==> src/rtl/adts_ssp_pkg.sv <==
`timescale 1ns / 1ps

package adts_ssp_pkg;

    // Default width of byte positions inside a probe
    localparam int unsigned POSITION_WIDTH_DEFAULT = 16;

    // Field widths
    localparam int unsigned BYTE_WIDTH     = 8;
    localparam int unsigned WINDOW_WIDTH   = 56;
    localparam int unsigned OFFSET_WIDTH   = 16;
    localparam int unsigned LENGTH_WIDTH   = 13;
    localparam int unsigned RATE_WIDTH     = 17;
    localparam int unsigned COUNT_WIDTH    = 3;
    localparam int unsigned CFG_DATA_WIDTH = 16;
    localparam int unsigned CFG_IDX_WIDTH  = 1;

    // Configuration register indexes
    localparam logic [CFG_IDX_WIDTH-1:0] CFG_WINDOW_BYTES    = 1'b0;
    localparam logic [CFG_IDX_WIDTH-1:0] CFG_FRAMES_REQUIRED = 1'b1;

    // Configuration reset values
    localparam logic [CFG_DATA_WIDTH-1:0] WINDOW_BYTES_RESET    = 16'd8192;
    localparam logic [COUNT_WIDTH-1:0]    FRAMES_REQUIRED_RESET = 3'd3;

    // Header checks
    localparam logic [7:0]  SYNC_BYTE       = 8'hFF;
    localparam logic [7:0]  SYNC2_MASK      = 8'hF6;
    localparam logic [7:0]  SYNC2_VALUE     = 8'hF0;
    localparam logic [3:0]  RATE_INDEX_MAX  = 4'd11;
    localparam logic [12:0] MIN_FRAME_LEN   = 13'd8;
    // A header is checked once the sixth byte after its start arrives
    localparam int unsigned HEADER_SPAN     = 6;

    typedef enum logic [1:0] {
        PHASE_SEARCH = 2'd0,
        PHASE_FOLLOW = 2'd1,
        PHASE_DONE   = 2'd2
    } phase_t;

    typedef enum logic [1:0] {
        VERDICT_PENDING = 2'd0,
        VERDICT_ACCEPT  = 2'd1,
        VERDICT_REJECT  = 2'd2
    } verdict_t;

    typedef struct packed {
        verdict_t                  verdict;
        logic [OFFSET_WIDTH-1:0]   header_offset;
        logic [LENGTH_WIDTH-1:0]   frame_length;
        logic [RATE_WIDTH-1:0]     sample_rate;
        logic [COUNT_WIDTH-1:0]    header_count;
    } result_t;

    // Sample rate in Hz for a rate index, zero for reserved codes
    function automatic logic [RATE_WIDTH-1:0] rate_of(input logic [3:0] idx);
        logic [RATE_WIDTH-1:0] r;
        case (idx)
            4'd0:    r = 17'd96000;
            4'd1:    r = 17'd88200;
            4'd2:    r = 17'd64000;
            4'd3:    r = 17'd48000;
            4'd4:    r = 17'd44100;
            4'd5:    r = 17'd32000;
            4'd6:    r = 17'd24000;
            4'd7:    r = 17'd22050;
            4'd8:    r = 17'd16000;
            4'd9:    r = 17'd12000;
            4'd10:   r = 17'd11025;
            4'd11:   r = 17'd8000;
            default: r = '0;
        endcase
        return r;
    endfunction

endpackage

==> src/rtl/adts_ssp_core.sv <==
`timescale 1ns / 1ps

module adts_ssp_core
    import adts_ssp_pkg::*;
#(
    parameter int unsigned POSITION_WIDTH = POSITION_WIDTH_DEFAULT
)
(
    input  logic                      clk,
    input  logic                      rst_n,
    input  logic                      cfg_wr_en,
    input  logic [CFG_IDX_WIDTH-1:0]  cfg_index,
    input  logic [CFG_DATA_WIDTH-1:0] cfg_data,
    input  logic                      in_fire,
    input  logic [BYTE_WIDTH-1:0]     data_byte,
    input  logic                      probe_start,
    output logic                      res_valid,
    output result_t                   res
);

    localparam int unsigned PW     = POSITION_WIDTH;
    localparam int unsigned LIM_W  = ((PW > CFG_DATA_WIDTH) ? PW : CFG_DATA_WIDTH) + 1;
    localparam int unsigned NEXT_W = ((PW > LENGTH_WIDTH) ? PW : LENGTH_WIDTH) + 1;
    localparam int unsigned EXT_W  = (NEXT_W > OFFSET_WIDTH) ? NEXT_W : OFFSET_WIDTH;

    logic [CFG_DATA_WIDTH-1:0] window_bytes_reg;
    logic [COUNT_WIDTH-1:0]    frames_required_reg;

    logic [WINDOW_WIDTH-1:0]   window_reg,  window_next;
    logic [PW-1:0]             pos_reg,     pos_next;
    logic [NEXT_W-1:0]         nhp_reg,     nhp_next;
    logic [COUNT_WIDTH-1:0]    found_reg,   found_next;
    phase_t                    phase_reg,   phase_next;

    logic                      active;
    logic [NEXT_W-1:0]         nhp_eff;
    logic [COUNT_WIDTH-1:0]    found_eff;
    phase_t                    phase_eff;
    logic [LIM_W-1:0]          limit_raw;
    logic [LIM_W-1:0]          limit_cap;
    logic [LIM_W-1:0]          limit;
    logic [LIM_W-1:0]          pos_plus1;
    logic [PW-1:0]             cand;
    logic [7:0]                b0, b1, b2, b3, b4, b5;
    logic [3:0]                rate_idx;
    logic [LENGTH_WIDTH-1:0]   len;
    logic                      hdr_ok;
    logic [COUNT_WIDTH-1:0]    found_inc;
    logic [COUNT_WIDTH-1:0]    need;
    logic [EXT_W-1:0]          nhp_ext;
    logic [EXT_W-1:0]          cand_ext;

    // Configuration registers
    always_ff @(posedge clk or negedge rst_n)
    begin
        if (!rst_n)
        begin
            window_bytes_reg    <= WINDOW_BYTES_RESET;
            frames_required_reg <= FRAMES_REQUIRED_RESET;
        end
        else if (cfg_wr_en)
        begin
            case (cfg_index)
                CFG_WINDOW_BYTES:    window_bytes_reg    <= cfg_data;
                CFG_FRAMES_REQUIRED: frames_required_reg <= cfg_data[COUNT_WIDTH-1:0];
                default:             ;
            endcase
        end
    end

    // Probe state
    always_ff @(posedge clk or negedge rst_n)
    begin
        if (!rst_n)
        begin
            window_reg <= '0;
            pos_reg    <= '0;
            nhp_reg    <= '0;
            found_reg  <= '0;
            phase_reg  <= PHASE_SEARCH;
        end
        else
        begin
            window_reg <= window_next;
            pos_reg    <= pos_next;
            nhp_reg    <= nhp_next;
            found_reg  <= found_next;
            phase_reg  <= phase_next;
        end
    end

    // Per-word header check and state update
    always_comb
    begin
        active    = (phase_reg == PHASE_SEARCH) || (phase_reg == PHASE_FOLLOW);
        nhp_eff   = probe_start ? '0 : nhp_reg;
        found_eff = probe_start ? '0 : found_reg;
        phase_eff = probe_start ? PHASE_SEARCH : phase_reg;

        window_next = window_reg;
        pos_next    = pos_reg;
        nhp_next    = nhp_reg;
        found_next  = found_reg;
        phase_next  = phase_reg;

        // window limit, capped at the position range
        limit_raw = LIM_W'(window_bytes_reg);
        limit_cap = LIM_W'(1) << PW;
        limit     = (limit_raw > limit_cap) ? limit_cap : limit_raw;

        if (probe_start)
            pos_next = '0;
        else
            pos_next = pos_reg + PW'(1);
        window_next = {(probe_start ? 48'd0 : window_reg[47:0]), data_byte};
        pos_plus1   = LIM_W'(pos_next) + LIM_W'(1);
        cand        = pos_next - PW'(HEADER_SPAN);

        // header fields from the oldest six bytes
        b0 = window_next[55:48];
        b1 = window_next[47:40];
        b2 = window_next[39:32];
        b3 = window_next[31:24];
        b4 = window_next[23:16];
        b5 = window_next[15:8];
        rate_idx = b2[5:2];
        len      = {b3[1:0], b4, b5[7:5]};
        hdr_ok   = (b0 == SYNC_BYTE) && ((b1 & SYNC2_MASK) == SYNC2_VALUE) &&
                   (rate_idx <= RATE_INDEX_MAX) && (len >= MIN_FRAME_LEN);

        found_inc = found_eff + COUNT_WIDTH'(1);
        need      = (frames_required_reg == '0) ? COUNT_WIDTH'(1) : frames_required_reg;
        nhp_ext   = EXT_W'(nhp_eff);
        cand_ext  = EXT_W'(cand);

        res_valid         = 1'b0;
        res.verdict       = VERDICT_REJECT;
        res.header_offset = cand_ext[OFFSET_WIDTH-1:0];
        res.frame_length  = len;
        res.sample_rate   = rate_of(rate_idx);
        res.header_count  = found_eff;

        if (!in_fire || (!probe_start && !active))
        begin
            // nothing taken, or verdict already given: state holds
            window_next = window_reg;
            pos_next    = pos_reg;
        end
        else
        begin
            nhp_next   = nhp_eff;
            found_next = found_eff;
            phase_next = phase_eff;
            if (pos_plus1 >= limit)
            begin
                // window exhausted
                phase_next        = PHASE_DONE;
                res_valid         = 1'b1;
                res.header_offset = nhp_ext[OFFSET_WIDTH-1:0];
                res.frame_length  = '0;
                res.sample_rate   = '0;
            end
            else if (pos_next < PW'(HEADER_SPAN))
            begin
                // header not complete yet
            end
            else if ((phase_eff == PHASE_FOLLOW) && (NEXT_W'(cand) != nhp_eff))
            begin
                // not at the expected header start
            end
            else if (!hdr_ok)
            begin
                if (phase_eff == PHASE_FOLLOW)
                begin
                    phase_next = PHASE_DONE;
                    res_valid  = 1'b1;
                end
            end
            else
            begin
                found_next       = found_inc;
                nhp_next         = NEXT_W'(cand) + NEXT_W'(len);
                res_valid        = 1'b1;
                res.header_count = found_inc;
                if (found_inc >= need)
                begin
                    phase_next  = PHASE_DONE;
                    res.verdict = VERDICT_ACCEPT;
                end
                else
                begin
                    phase_next  = PHASE_FOLLOW;
                    res.verdict = VERDICT_PENDING;
                end
            end
        end
    end

endmodule

==> src/rtl/adts_ssp_out_buf.sv <==
`timescale 1ns / 1ps

module adts_ssp_out_buf
    import adts_ssp_pkg::*;
(
    input  logic    clk,
    input  logic    rst_n,
    input  logic    push,
    input  result_t push_data,
    output logic    full,
    output logic    out_valid,
    input  logic    out_stall,
    output result_t out_data
);

    logic [1:0] count_reg,  count_next;
    result_t    head_reg,   head_next;
    result_t    skid_reg,   skid_next;
    logic       pop;

    // Occupancy
    always_ff @(posedge clk or negedge rst_n)
    begin
        if (!rst_n)
            count_reg <= '0;
        else
            count_reg <= count_next;
    end

    // Word storage
    always_ff @(posedge clk)
    begin
        head_reg <= head_next;
        skid_reg <= skid_next;
    end

    // Two-entry queue: head drives the port, skid absorbs one extra word
    always_comb
    begin
        pop        = out_valid && !out_stall;
        head_next  = head_reg;
        skid_next  = skid_reg;
        count_next = count_reg;
        if (pop && push)
        begin
            if (count_reg == 2'd2)
            begin
                head_next = skid_reg;
                skid_next = push_data;
            end
            else
                head_next = push_data;
        end
        else if (pop)
        begin
            head_next  = skid_reg;
            count_next = count_reg - 2'd1;
        end
        else if (push)
        begin
            if (count_reg == 2'd0)
                head_next = push_data;
            else
                skid_next = push_data;
            count_next = count_reg + 2'd1;
        end
    end

    assign out_valid = (count_reg != 2'd0);
    assign full      = (count_reg == 2'd2);
    assign out_data  = head_reg;

endmodule

==> src/rtl/adts_stream_sync_probe.sv <==
`timescale 1ns / 1ps
// Channel  Direction  Handshake          Payload
// input    in         in_valid/in_stall  data_byte, probe_start
// output   out        out_valid/out_stall verdict, header_offset, frame_length,
//                                        sample_rate, header_count
// config   in         cfg_wr_en          cfg_index, cfg_data
//
// One byte word is taken every cycle unless the input is stalled; its result,
// if any, is registered in the output queue and reaches the output port once
// the words ahead of it are taken. The state update is a single pass through
// the header check logic, so the rate is one word per clock when not stalled.
// A two-entry output queue stalls the input only when both entries hold words
// the output has not taken. Reset restores config defaults and probe state.

module adts_stream_sync_probe
    import adts_ssp_pkg::*;
#(
    parameter int unsigned POSITION_WIDTH = POSITION_WIDTH_DEFAULT
)
(
    input  logic                      clk,
    input  logic                      rst_n,
    input  logic                      cfg_wr_en,
    input  logic [CFG_IDX_WIDTH-1:0]  cfg_index,
    input  logic [CFG_DATA_WIDTH-1:0] cfg_data,
    input  logic                      in_valid,
    output logic                      in_stall,
    input  logic [BYTE_WIDTH-1:0]     data_byte,
    input  logic                      probe_start,
    output logic                      out_valid,
    input  logic                      out_stall,
    output logic [1:0]                verdict,
    output logic [OFFSET_WIDTH-1:0]   header_offset,
    output logic [LENGTH_WIDTH-1:0]   frame_length,
    output logic [RATE_WIDTH-1:0]     sample_rate,
    output logic [COUNT_WIDTH-1:0]    header_count
);

    logic    in_fire;
    logic    res_valid;
    result_t res;
    result_t out_data;
    logic    full;

    assign in_stall = full;
    assign in_fire  = in_valid && !full;

    // Header search and state
    adts_ssp_core #(
        .POSITION_WIDTH (POSITION_WIDTH)
    ) u_core (
        .clk         (clk),
        .rst_n       (rst_n),
        .cfg_wr_en   (cfg_wr_en),
        .cfg_index   (cfg_index),
        .cfg_data    (cfg_data),
        .in_fire     (in_fire),
        .data_byte   (data_byte),
        .probe_start (probe_start),
        .res_valid   (res_valid),
        .res         (res)
    );

    // Result register with skid entry
    adts_ssp_out_buf u_out_buf (
        .clk       (clk),
        .rst_n     (rst_n),
        .push      (res_valid),
        .push_data (res),
        .full      (full),
        .out_valid (out_valid),
        .out_stall (out_stall),
        .out_data  (out_data)
    );

    assign verdict       = out_data.verdict;
    assign header_offset = out_data.header_offset;
    assign frame_length  = out_data.frame_length;
    assign sample_rate   = out_data.sample_rate;
    assign header_count  = out_data.header_count;

endmodule
==> config.mk <==
export PLATFORM = sky130hd
export DESIGN_NAME = adts_stream_sync_probe
export DESIGN_NICKNAME = d
export VERILOG_FILES = /design/src/rtl/adts_ssp_pkg.sv /design/src/rtl/adts_ssp_core.sv /design/src/rtl/adts_ssp_out_buf.sv /design/src/rtl/adts_stream_sync_probe.sv
export SDC_FILE = /design/constraint.sdc
export NUM_CORES = 1
export LEC_CHECK = 0
export BUFFER_PORTS_ARGS = -buffer_cell sky130_fd_sc_hd__buf_4
export CAP_MARGIN = 30
export CORE_MARGIN = 3
export CORE_UTILIZATION = 45
export DETAILED_ROUTE_END_ITERATION = 16
export RECOVER_POWER = 50
export SETUP_SLACK_MARGIN = 0.05
export SYNTH_ARGS = -nofsm -noshare
export SYNTH_HDL_FRONTEND = slang
export SYNTH_SLANG_ARGS = --single-unit
export TNS_END_PERCENT = 20
==> constraint.sdc <==
create_clock -name clk -period 6.7 [get_ports clk]
set_input_delay 0.67 -clock clk [delete_from_list [all_inputs] [get_ports clk]]
set_output_delay 0.67 -clock clk [all_outputs]
set_load 0.02 [all_outputs]
After elaboration in Yosys (flattened, before gate mapping)
Memory sizes are Yosys's and may differ from the RTL's.
Index checks and enable logic that the tools add are counted.
Word-level totals
  flip-flop bits (word level): 209
  bits in latches: 0
  bits in writable memories: 0
  bits in read-only memories: 272
  bits of input ports: 31
  output and inout port bits: 53
  memories kept: 1
Operators by class
  add/subtract/negate cells: 7
  multipliers: 0
  div/mod/pow operators: 0
  magnitude comparators: 6
  eq/ne operators: 9
  shift operators: 0
  muxes and demuxes: 46
  bitwise gates (word level): 2
  reductions and logical operators: 28
Memory list
  (name not given): words 16, width 17, read ports 1, clocked after memory_dff 0, write ports 0, line adts_ssp_pkg.sv:58  | case (idx)
Operators with widths (number)
  $mux W51: 11
  $mux W17: 6
  $mux W48: 1
  $mux W46: 1
  $mux W2: 13
  $mux W3: 6
  $add A16 B1 Y17 const B: 1
  $add A16 B13 Y17: 1
  $ge A17 B17 Y1: 1
  $gt A16 B17 Y1 const B: 1
  $ne A16 B17 Y1: 1
  $add A16 B1 Y16 const B: 1
  $lt A16 B3 Y1 const B: 1
  $mux W16: 1
  $sub A16 B3 Y16 const B: 1
  $ge A13 B4 Y1 const B: 1
  $eq A8 B8 Y1 const B: 1
  $logic_and A1 B1 Y1: 8
  $reduce_and A2 Y1: 4
  $mux W1: 7
  $eq A6 B6 Y1 const B: 1
  $reduce_bool A2 Y1: 3
  $reduce_bool A3 Y1: 2
  $logic_not A1 Y1: 5
  14 further kinds: 19

Depth between registers and ports, before layout
Gate-level depths: netlist (run 1).
  word-level depth: 14
  gate-level depth with buffers: 27
  depth with buffers taken out: 24

By module
Synthesis (run 1) repeated with hierarchy kept, for this count alone.
Unflattened totals
  cells, all modules: 1135
  area, all modules: 11922.7 um^2
Modules (own cells, without submodules)
  adts_ssp_core: instances 1, cells an instance 958, area each 7821.3 um^2, seq. area each 2631.3 um^2
  adts_ssp_out_buf: instances 1, cells an instance 176, area each 4087.7 um^2, seq. area each 3113.0 um^2
  adts_stream_sync_probe: instances 1, cells an instance 1, area each 13.8 um^2, seq. area each 0.0 um^2

Worst setup path after synthesis (run 1)
Ideal clock, no wire load.
  path type: input-to-reg
  start: input port probe_start
  end: register u_out_buf.skid_reg[0] in the netlist's numbering, enable pin
  library setup time: 413 ps
  arrival time: 6450 ps
  data required time: 6287 ps
  path slack: -162 ps
  stages: 23
  path buffers: 4
  path through: buf_2 > buf_4 > clkbuf_1 > clkbuf_1 > nor2_1 > ha_1 > nand3_1 > or2_2 > nor3_1 > o311ai_0 > and2_1 > xor2_1 > nor2_1 > ha_1 > a211oi_1 > a31oi_1 > a2111oi_2 > inv_1 > o21ai_0 > o21ba_2 > ha_1 > nor2b_1 > a2bb2o_1
Between the ends
  elaborated cells between the ends (all ways): 33
  those cells by class: add/sub: 2; order compare: 4; eq/ne: 7; mux: 10; reduce/logical: 10
RTL lines
  start, declared: line adts_stream_sync_probe.sv:29  | input logic probe_start,
  $mux W16 *: line adts_ssp_core.sv:111  | if (probe_start)
  $sub A16 B3 Y16 *: line adts_ssp_core.sv:117  | cand = pos_next - PW'(HEADER_SPAN);
  via u_core.cand[0]: line adts_ssp_core.sv:43  | logic [PW-1:0] cand;
  $ne A16 B17 Y1 *: line adts_ssp_core.sv:167  | else if ((phase_eff == PHASE_FOLLOW) && (NEXT_W'(cand) != nhp_eff))
  $logic_and A1 B1 Y1 *: line adts_ssp_core.sv:167
  $mux W1 *: line adts_ssp_core.sv:167
  $mux W1 *: line adts_ssp_core.sv:163  | else if (pos_next < PW'(HEADER_SPAN))
  $mux W1 *: line adts_ssp_core.sv:154  | if (pos_plus1 >= limit)
  $mux W1 *: line adts_ssp_core.sv:143  | if (!in_fire || (!probe_start && !active))
  $logic_and A1 B1 Y1: line adts_ssp_out_buf.sv:44  | if (pop && push)
  $ne A2 B2 Y1 (no line) (tied with other cells)
  $reduce_and A4 Y1 (no line) *
  end signal, assigned: line adts_ssp_out_buf.sv:34  | skid_reg <= skid_next;
  end, declared: line adts_ssp_out_buf.sv:18  | result_t skid_reg, skid_next;
Mark *: on every way through the listed nets, which the timed path passes. The rest lies on a longest branch.
A chain may end at the register's enable or synchronous reset.

==> results of run 1 <==
worst min-delay path, delay by kind of cell:
family                 cells  cell delay (ns)
buffers and inverters      1             0.08
and+or+nand+nor            2             0.08
logic make-up after synthesis:
| family | count (synthesis) | share of synthesized area (%) |
|---|---|---|
| muxes | 44 | 4.314 |
| DFF | 207 | 48.64 |
| and+or+nand+nor | 460 | 18.86 |
| adders and majority gates | 43 | 4.668 |
| AOI/OAI and AO/OA | 262 | 15.37 |
| buffers and inverters | 127 | 4.507 |
| xor gates and xnor gates | 44 | 3.640 |
per-stage QoR:
step / hold WS [ns] / instance area, um2 / util [%] / cells / setup WS, ns
3_5_place_dp: 0.4626 / 12590 / 49.70 / 1547 / 0.4800
4_1_cts: 0.2171 / 13360 / 52.75 / 1589 / 0.4502
2_1_floorplan: 0.3744 / 11690 / - / 1187 / 0.3147
5_1_grt: 0.3385 / 13130 / 51.84 / 1589 / 0.09404
6_report: 0.3480 / 13130 / 51.84 / 1589 / 0.5072
3_3_place_gp: 0.4594 / 12560 / 49.61 / 1545 / 0.6706
cell type report:
class	instances	area, um2	share of cell area (%)
Multi-Input combinational cell	853	5493	41.84
Sequential cell	207	5684	43.30
Clock buffer	31	646.9	4.927
Inverter	57	214.0	1.630
Timing Repair Buffer	100	554.3	4.222
Clock inverter	11	123.9	0.9435
Tap cell	330	412.9	3.145
cells in the final DEF (no fill, tap or decap), types with 5 or more instances in the layout:
master,count
nand2_1,228
dfrtp_1,104
edfxtp_1,100
o21ai_0,93
nor2_1,77
clkbuf_1,63
inv_1,55
ha_1,41
buf_4,38
mux2_2,33
xnor2_1,29
o31ai_1,25
clkbuf_16,24
a21oi_1,23
nor2b_1,22
nand3_1,18
a22o_1,17
nor3_1,14
and3_1,13
nand4_1,13
a21o_1,13
a211oi_1,12
xor2_1,12
nand2b_1,10
nor4_1,10
and2_1,7
a31oi_1,7
nand4b_1,6
o2111ai_1,6
mux2i_1,6
clkinv_1,5
o21bai_1,5
or3_1,5
timing repair:
action                     4_1_cts  5_1_grt
setup endpoints to repair        0       26
gates resized for setup          0        1
hold buffers                     0        0
layer usage:
metal	track usage (%)	routed length (um)	vias to the layer above
li1	-	-	4364
met1	29.53	13530	4171
met2	32.22	12720	220
met3	2.597	1343	44
met4	5.514	806	0
met5	0	0	-
worst max path at each step:
stage / slack [ns] / endpoint / start
after floorplan: 0.31 / u_out_buf.out_data[13]$_DFFE_PP_ / probe_start
after global placement: 0.67 / u_out_buf.out_data[13]$_DFFE_PP_ / u_core.pos_reg[0]$_DFFE_PN0N_
after detailed placement: 0.48 / u_out_buf.out_data[13]$_DFFE_PP_ / u_core.pos_reg[0]$_DFFE_PN0N_
after CTS: 0.45 / u_out_buf.out_data[13]$_DFFE_PP_ / u_core.pos_reg[0]$_DFFE_PN0N_
after global routing: 0.09 / u_out_buf.out_data[38]$_DFFE_PP_ / u_core.pos_reg[0]$_DFFE_PN0N_
final: 0.51 / u_out_buf.out_data[13]$_DFFE_PP_ / u_core.pos_reg[0]$_DFFE_PN0N_
power by group through the flow:
| stage | clock network [W] | logic, W | registers (W) |
|---|---|---|---|
| CTS | 0.00132 | 0.00145 | 0.00172 |
| finish | 0.00128 | 0.00137 | 0.00172 |
| global placement | 0 | 0.00142 | 0.00174 |
| floorplan | 0 | 0.000945 | 0.00180 |
| detailed placement | 0 | 0.00144 | 0.00175 |
| global route | 0.00137 | 0.00154 | 0.00175 |
==> run metrics, run 1 <==
TNS Setup 0 ns; via count of the routed design 8799; estimated wirelength of the detail-placed design just under 20 mm; Final Hold Vio Count 0; Post-CTS Setup Bufs 0; initial antenna violation count 0; Synth cell types 95; max-capacitance violation count 6; Arr. time, crit path approximately 6.5 ns; per-cell routed wire length ~18 um; Die Y approximately 170 um; post-synthesis net count between 1000 and 1500; number of buffers inserted by port buffering 83; wire length of the first global-routing pass roughly 47 mm; CP Capture Type flop; slowest stage cell on the critical path dfrtp_1; synthesis warning total 0; Power Density roughly 330 nW/um2; launch point of the worst hold path data_byte[4]; CP peak stage delay roughly 0.56 ns; total die area ~28000 um2; capturing point of the worst reg2reg path u_out_buf.out_data[13]$_DFFE_PP_; list of most frequent post-synthesis cells nand2_1 (228), dfrtp_1 (104), edfxtp_1 (100), o21ai_0 (93), nor2_1 (78); data required time of the critical path between 6 and 7 ns; clock tree from TritonCTS done; worst hold path endpoint u_core.window_reg[4]$_DFFE_PN0N_; insertion delay to the later sink of the worst-skew pair 0.53 ns; FFs w/ async S/R, synth around half; most area-consuming cells after synthesis edfxtp_1 (26%), dfrtp_1 (22%), nand2_1 (7.3%); Core Box Area 25330 um2; Primary FF master, synth dfrtp_1; synthesis-to-finish area growth 12.33%; Seq/Total Area, Yosys about 49%; proportion of total power due to net switching approximately a third; num rows 58; vias in the first global route 8480; horizontal die dimension roughly 170 um; Seq pwr share 39.3%; DRT antenna net count 0; pin count of the biggest net entering global routing 61; CP Class flop to flop; clock root buffer clkbuf_16; gp weighted congestion roughly 0.87; fraction of final layout cells sized beyond drive strength 1 12.23%; Register-to-Register Path Depth 24; failing checks max-capacitance violations, max-slew violations; layout net count around 1300; number of fillers in the final layout between 2000 and 2500; setup repair after global routing missed its margin false; worst path cell trace ha_2 > nand4_2 > or3_1 > a21oi_2 > nand3_1 > nor3_1 > buf_4 > o311ai_0 > and2_1 > xor2_1 > nor2_1 > ha_1 > a211oi_1 > a31oi_1 > a2111oi_2 > inv_1 > o21ai_0 > o21ba_2 > ha_1 > nand2_1 > o21ai_2 > inv_1 > buf_4 > mux2_2; overall power consumption 0.004371 W; Power Internal roughly 0.0029 W; library cell with the largest summed area after synthesis edfxtp_1; final number of max-transition violations 288; power share of the clock group a little under 30%; combinational group share of total power between 30% and 40%; top fanout value on the critical path 31; number of buffers inserted during clock tree synthesis 24; CTS sink count 207; deepest level of the CTS H-tree 1; average footprint of a synthesized cell approximately 9.8 um2; Pre-antenna DRT Iters 5; minimum setup slack among reg-to-reg paths roughly 0.5 ns; critical register-to-register path startpoint u_core.pos_reg[0]$_DFFE_PN0N_; cell class contributing the biggest share of worst-path delay compound AO/OA/AOI/OAI gates; per-cell via count in the routed design about 5.5; number of top-level design ports 84; highest achievable clock rate 161.5 MHz; category of the worst setup path launch point flop; final worst path period need 6.193 ns; number of DRC violations after detailed-routing iteration 0 583; path class of the lowest-slack min-delay path input port to flop; switching pwr 0.001518 W; most numerous cell in the Yosys netlist nand2_1; gate count of the mapped netlist about 1200; initial standard-cell utilization of the core a little under half; worst clock skew on the final layout 0.02246 ns; number of enable flip-flop cells after synthesis 100; period utilization 92.43%; Hold Path Depth 3; IR drop worst, VDD 0.1960 mV; Buffers & Inverters on Critical Path 4; number of failing setup endpoints in the final timing report 0; Antenna Diode Count 0; area fraction of the dominant cell type after synthesis around 26%; cell area after technology mapping roughly 12000 um2; static leakage roughly 5.4 nW; result of the run finished with violations; slew at the pin closest to its max-slew limit just over 3 ns; global-route total usage across every layer just over 20%; routed wire length roughly 28 mm; Post-route DRC 0; worst max-slew margin expressed relative to the limit -102.5%; flip-flop and latch count after synthesis between 200 and 250; Worst-path clk slew approximately 0.06 ns; critical path depth in cells 24; global-route congestion overflow total 0; maximum clock path buffer count 3
Power figures use the tool's default switching activity.
==> inputs of run 2 (changes only) <==
Settings changed: ABC_AREA set to 1.
==> run 2 against run 1 <==
  * The run still ends with max-capacitance violations, max-slew violations left
  * Cell area is 4.9% higher
  * Utilization rose by 0.56 points
  * Combinational power grew 8%
  * First-iteration DRC count grew 79%
  * Die area rose by 3.7%
  * Clock-buffer cell count is 2 lower
  * Global-route usage grew 1.6 points
  * Largest power group unchanged
  * Largest cell class unchanged
  * Area after synthesis increased by 3.9%
  * Sequential power about the same
==> run metrics, run 2 <==
result of the run finished with violations (unchanged); failing checks max-capacitance violations, max-slew violations (unchanged); path class of the lowest-slack min-delay path input port to flop (unchanged); Post-route DRC 0 (unchanged); switching pwr 0.001641 W (was 0.001518 W); gate count of the mapped netlist 1480 (was 1187); library cell with the largest summed area after synthesis edfxtp_1 (unchanged); flip-flop and latch count after synthesis 207 (unchanged); num rows 59 (was 58); final worst path period need 5.748 ns (was 6.193 ns); cell class contributing the biggest share of worst-path delay simple AND/OR/NAND/NOR gates (was compound AO/OA/AOI/OAI gates); number of buffers inserted during clock tree synthesis 24 (unchanged); combinational group share of total power 31.9% (was 31.3%); cell area after technology mapping 12140 um2 (was 11690 um2); initial standard-cell utilization of the core 46.20% (was 46.15%); met3 Resource Use GR 2.811% (was 2.597%); deepest level of the CTS H-tree 1 (unchanged); list of most frequent post-synthesis cells nand2_1 (365), inv_1 (161), nor2_1 (129), dfrtp_1 (104), edfxtp_1 (100) (was nand2_1 (228), dfrtp_1 (104), edfxtp_1 (100), o21ai_0 (93), nor2_1 (78)); Core Box Area 26280 um2 (was 25330 um2); Most Used Layer, Global Route met2 (unchanged); clock root buffer clkbuf_16 (unchanged); synthesis-to-finish area growth 13.42% (was 12.33%); insertion delay to the later sink of the worst-skew pair 0.52 ns (was 0.53 ns); clock tree from TritonCTS done (unchanged); static leakage 6.091 nW (was 5.373 nW); Pre-antenna DRT Iters 6 (was 5); FFs w/ async S/R, synth 51.69% (unchanged); per-cell via count in the routed design 5.464 (was 5.537); overall power consumption 0.004625 W (was 0.004371 W); gp weighted congestion 0.9242 (was 0.8656); highest achievable clock rate 174.0 MHz (was 161.5 MHz); worst clock skew on the final layout 0.02026 ns (was 0.02246 ns); average footprint of a synthesized cell 8.203 um2 (was 9.846 um2); period utilization 85.79% (was 92.43%); IR drop worst, VDD 0.1497 mV (was 0.1960 mV); setup repair after global routing missed its margin false (unchanged); data required time of the critical path 6.96 ns (was 6.98 ns); Primary FF master, synth dfrtp_1 (unchanged); most area-consuming cells after synthesis edfxtp_1 (25%), dfrtp_1 (21%), nand2_1 (11%) (was edfxtp_1 (26%), dfrtp_1 (22%), nand2_1 (7.3%)); global routing usage on met2 35.44% (was 32.22%); layout net count 1616 (was 1317); Synth cell types 49 (was 95); final number of max-transition violations 282 (was 288); global-route congestion overflow total 0 (unchanged); Power Internal 0.002985 W (was 0.002853 W); maximum clock path buffer count 3 (unchanged); area fraction of the dominant cell type after synthesis 24.73% (was 25.69%); global-route total usage across every layer 21.88% (was 20.25%); TNS Setup 0 ns (unchanged); number of top-level design ports 84 (unchanged); number of buffers inserted by port buffering 83 (unchanged); DRT antenna net count 0 (unchanged); pin count of the biggest net entering global routing 89 (was 61); global routing usage on met1 31.67% (was 29.53%); Resized Gates After CTS 0 (unchanged); Post-CTS Setup Bufs 0 (unchanged); commonest non-fill, non-tap cells in the layout nand2_1 (364), inv_1 (160), nor2_1 (128) (was nand2_1 (228), dfrtp_1 (104), edfxtp_1 (100)); CTS sink count 207 (unchanged); top fanout value on the critical path 32 (was 31); Worst-path clk slew 0.06 ns (about the same); worst max-slew margin expressed relative to the limit -138.0% (was -102.5%); initial antenna violation count 0 (unchanged); slew at the pin closest to its max-slew limit 3.569 ns (was 3.038 ns); proportion of total power due to net switching 35.47% (was 34.72%); vias in the first global route 9772 (was 8480); Arr. time, crit path 6.01 ns (was 6.47 ns); number of failing setup endpoints in the final timing report 0 (unchanged); Seq pwr share 37.1% (was 39.3%); slowest stage cell on the critical path nor2_4 (was dfrtp_1); power share of the clock group 31.0% (was 29.3%); via count of the routed design 10350 (was 8799); Final Hold Vio Count 0 (unchanged); synthesis warning total 0 (unchanged); per-cell routed wire length 16.92 um (was 17.88 um); Seq/Total Area, Yosys 46.82% (was 48.64%); leading cell type in the layout, fill and taps excluded nand2_1 (unchanged); CP Class flop to flop (unchanged); wire length of the first global-routing pass 51.67 mm (was 46.60 mm); routed wire length 32.07 mm (was 28.41 mm); most frequent cell on the critical path nand2_1; Power Density 335.9 nW/um2 (was 332.9 nW/um2); Buffers & Inverters on Critical Path 5 (was 4); max-capacitance violation count 4 (was 6); estimated wirelength of the detail-placed design 22.42 mm (was 19.85 mm); most numerous cell in the Yosys netlist nand2_1 (unchanged); CP peak stage delay 0.46 ns (was 0.56 ns); total die area 28990 um2 (was 27940 um2); CP Capture Type flop (unchanged); number of enable flip-flop cells after synthesis 100 (unchanged); Die Y 170.3 um (was 167.2 um); category of the worst setup path launch point flop (unchanged); post-synthesis net count 1554 (was 1261); hold_buf cts 0 (unchanged); horizontal die dimension 170.3 um (was 167.2 um); number of DRC violations after detailed-routing iteration 0 1043 (was 583); Antenna Diode Count 0 (unchanged); fraction of final layout cells sized beyond drive strength 1 8.846% (was 12.23%)
[run 2: power groups by stage]
stage	logic, W	registers, W	clock network [W]
final	0.00148	0.00171	0.00143
after global routing	0.00165	0.00174	0.00152
after CTS	0.00154	0.00172	0.00146
after detailed placement	0.00153	0.00174	0
after global placement	0.00150	0.00174	0
after floorplan	0.000945	0.00182	0
[run 2: cells by family (layout without fill, tap and decap cells)]
logic type / after synthesis / in the layout / synth area share, %
simple gates: 683 / 683 / 24.90
compound gates: 287 / 287 / 14.38
buf+inv: 233 / 313 / 7.400
flops: 207 / 207 / 46.82
fa+ha+maj: 43 / 43 / 4.493
xor+xnor: 27 / 27 / 2.010
[run 2: metrics by stage]
step / utilization (%) / cell area (um2) / hold WS [ns] / worst slack (ns) / cells
floorplan: - / 12140 / 0.3744 / 0.5649 / 1480
global placement: 49.71 / 13060 / 0.4631 / 0.1086 / 1848
detailed placement: 49.91 / 13120 / 0.4689 / 0.6965 / 1851
CTS: 53.24 / 13990 / 0.2606 / 0.9649 / 1895
global route: 52.39 / 13770 / 0.3373 / 0.4096 / 1895
finish: 52.39 / 13770 / 0.3515 / 0.9521 / 1895
[run 2: final timing paths]
path	depth (start not counted)	endpoint	slack (ns)	from
setup / recovery	28	u_out_buf.out_data[21]$_DFFE_PP_	0.95	u_core.pos_reg[1]$_DFFE_PN0N_
hold / removal	3	u_core.window_reg[3]$_DFFE_PN0N_	0.35	data_byte[3]
setup reg to reg	28	u_out_buf.out_data[21]$_DFFE_PP_	0.95	u_core.pos_reg[1]$_DFFE_PN0N_
hold reg to reg	2	u_core.window_reg[32]$_DFFE_PN0N_	0.48	u_core.window_reg[32]$_DFFE_PN0N_
min in group asynchronous	1	u_core.found_reg[2]$_DFFE_PN0N_	1.35	rst_n
max in group asynchronous	2	u_core.window_reg[5]$_DFFE_PN0N_	1.70	rst_n
[run 2: worst min-delay path, stage by stage]
cell and delay (ns):
buf_4 0.08, nand2_1 0.04, nand2_1 0.04
[run 2: final cells by class]
| cell class | count | area [um2] |
|---|---|---|
| Sequential cell | 207 | 5684 |
| Fill cell | 2543 | 12510 |
| Tap cell | 335 | 419.2 |
| Timing Repair Buffer | 100 | 588.1 |
| Clock inverter | 15 | 225.2 |
| Inverter | 169 | 634.4 |
| Multi-Input combinational cell | 1040 | 5568 |
| Clock buffer | 29 | 650.6 |
[run 2: routing by layer]
layer  wire (um)  share of wire [%]
met4         549                1.7
met5           0                  0
met2       14690                 46
met3        1603                5.0
met1       15220                 47
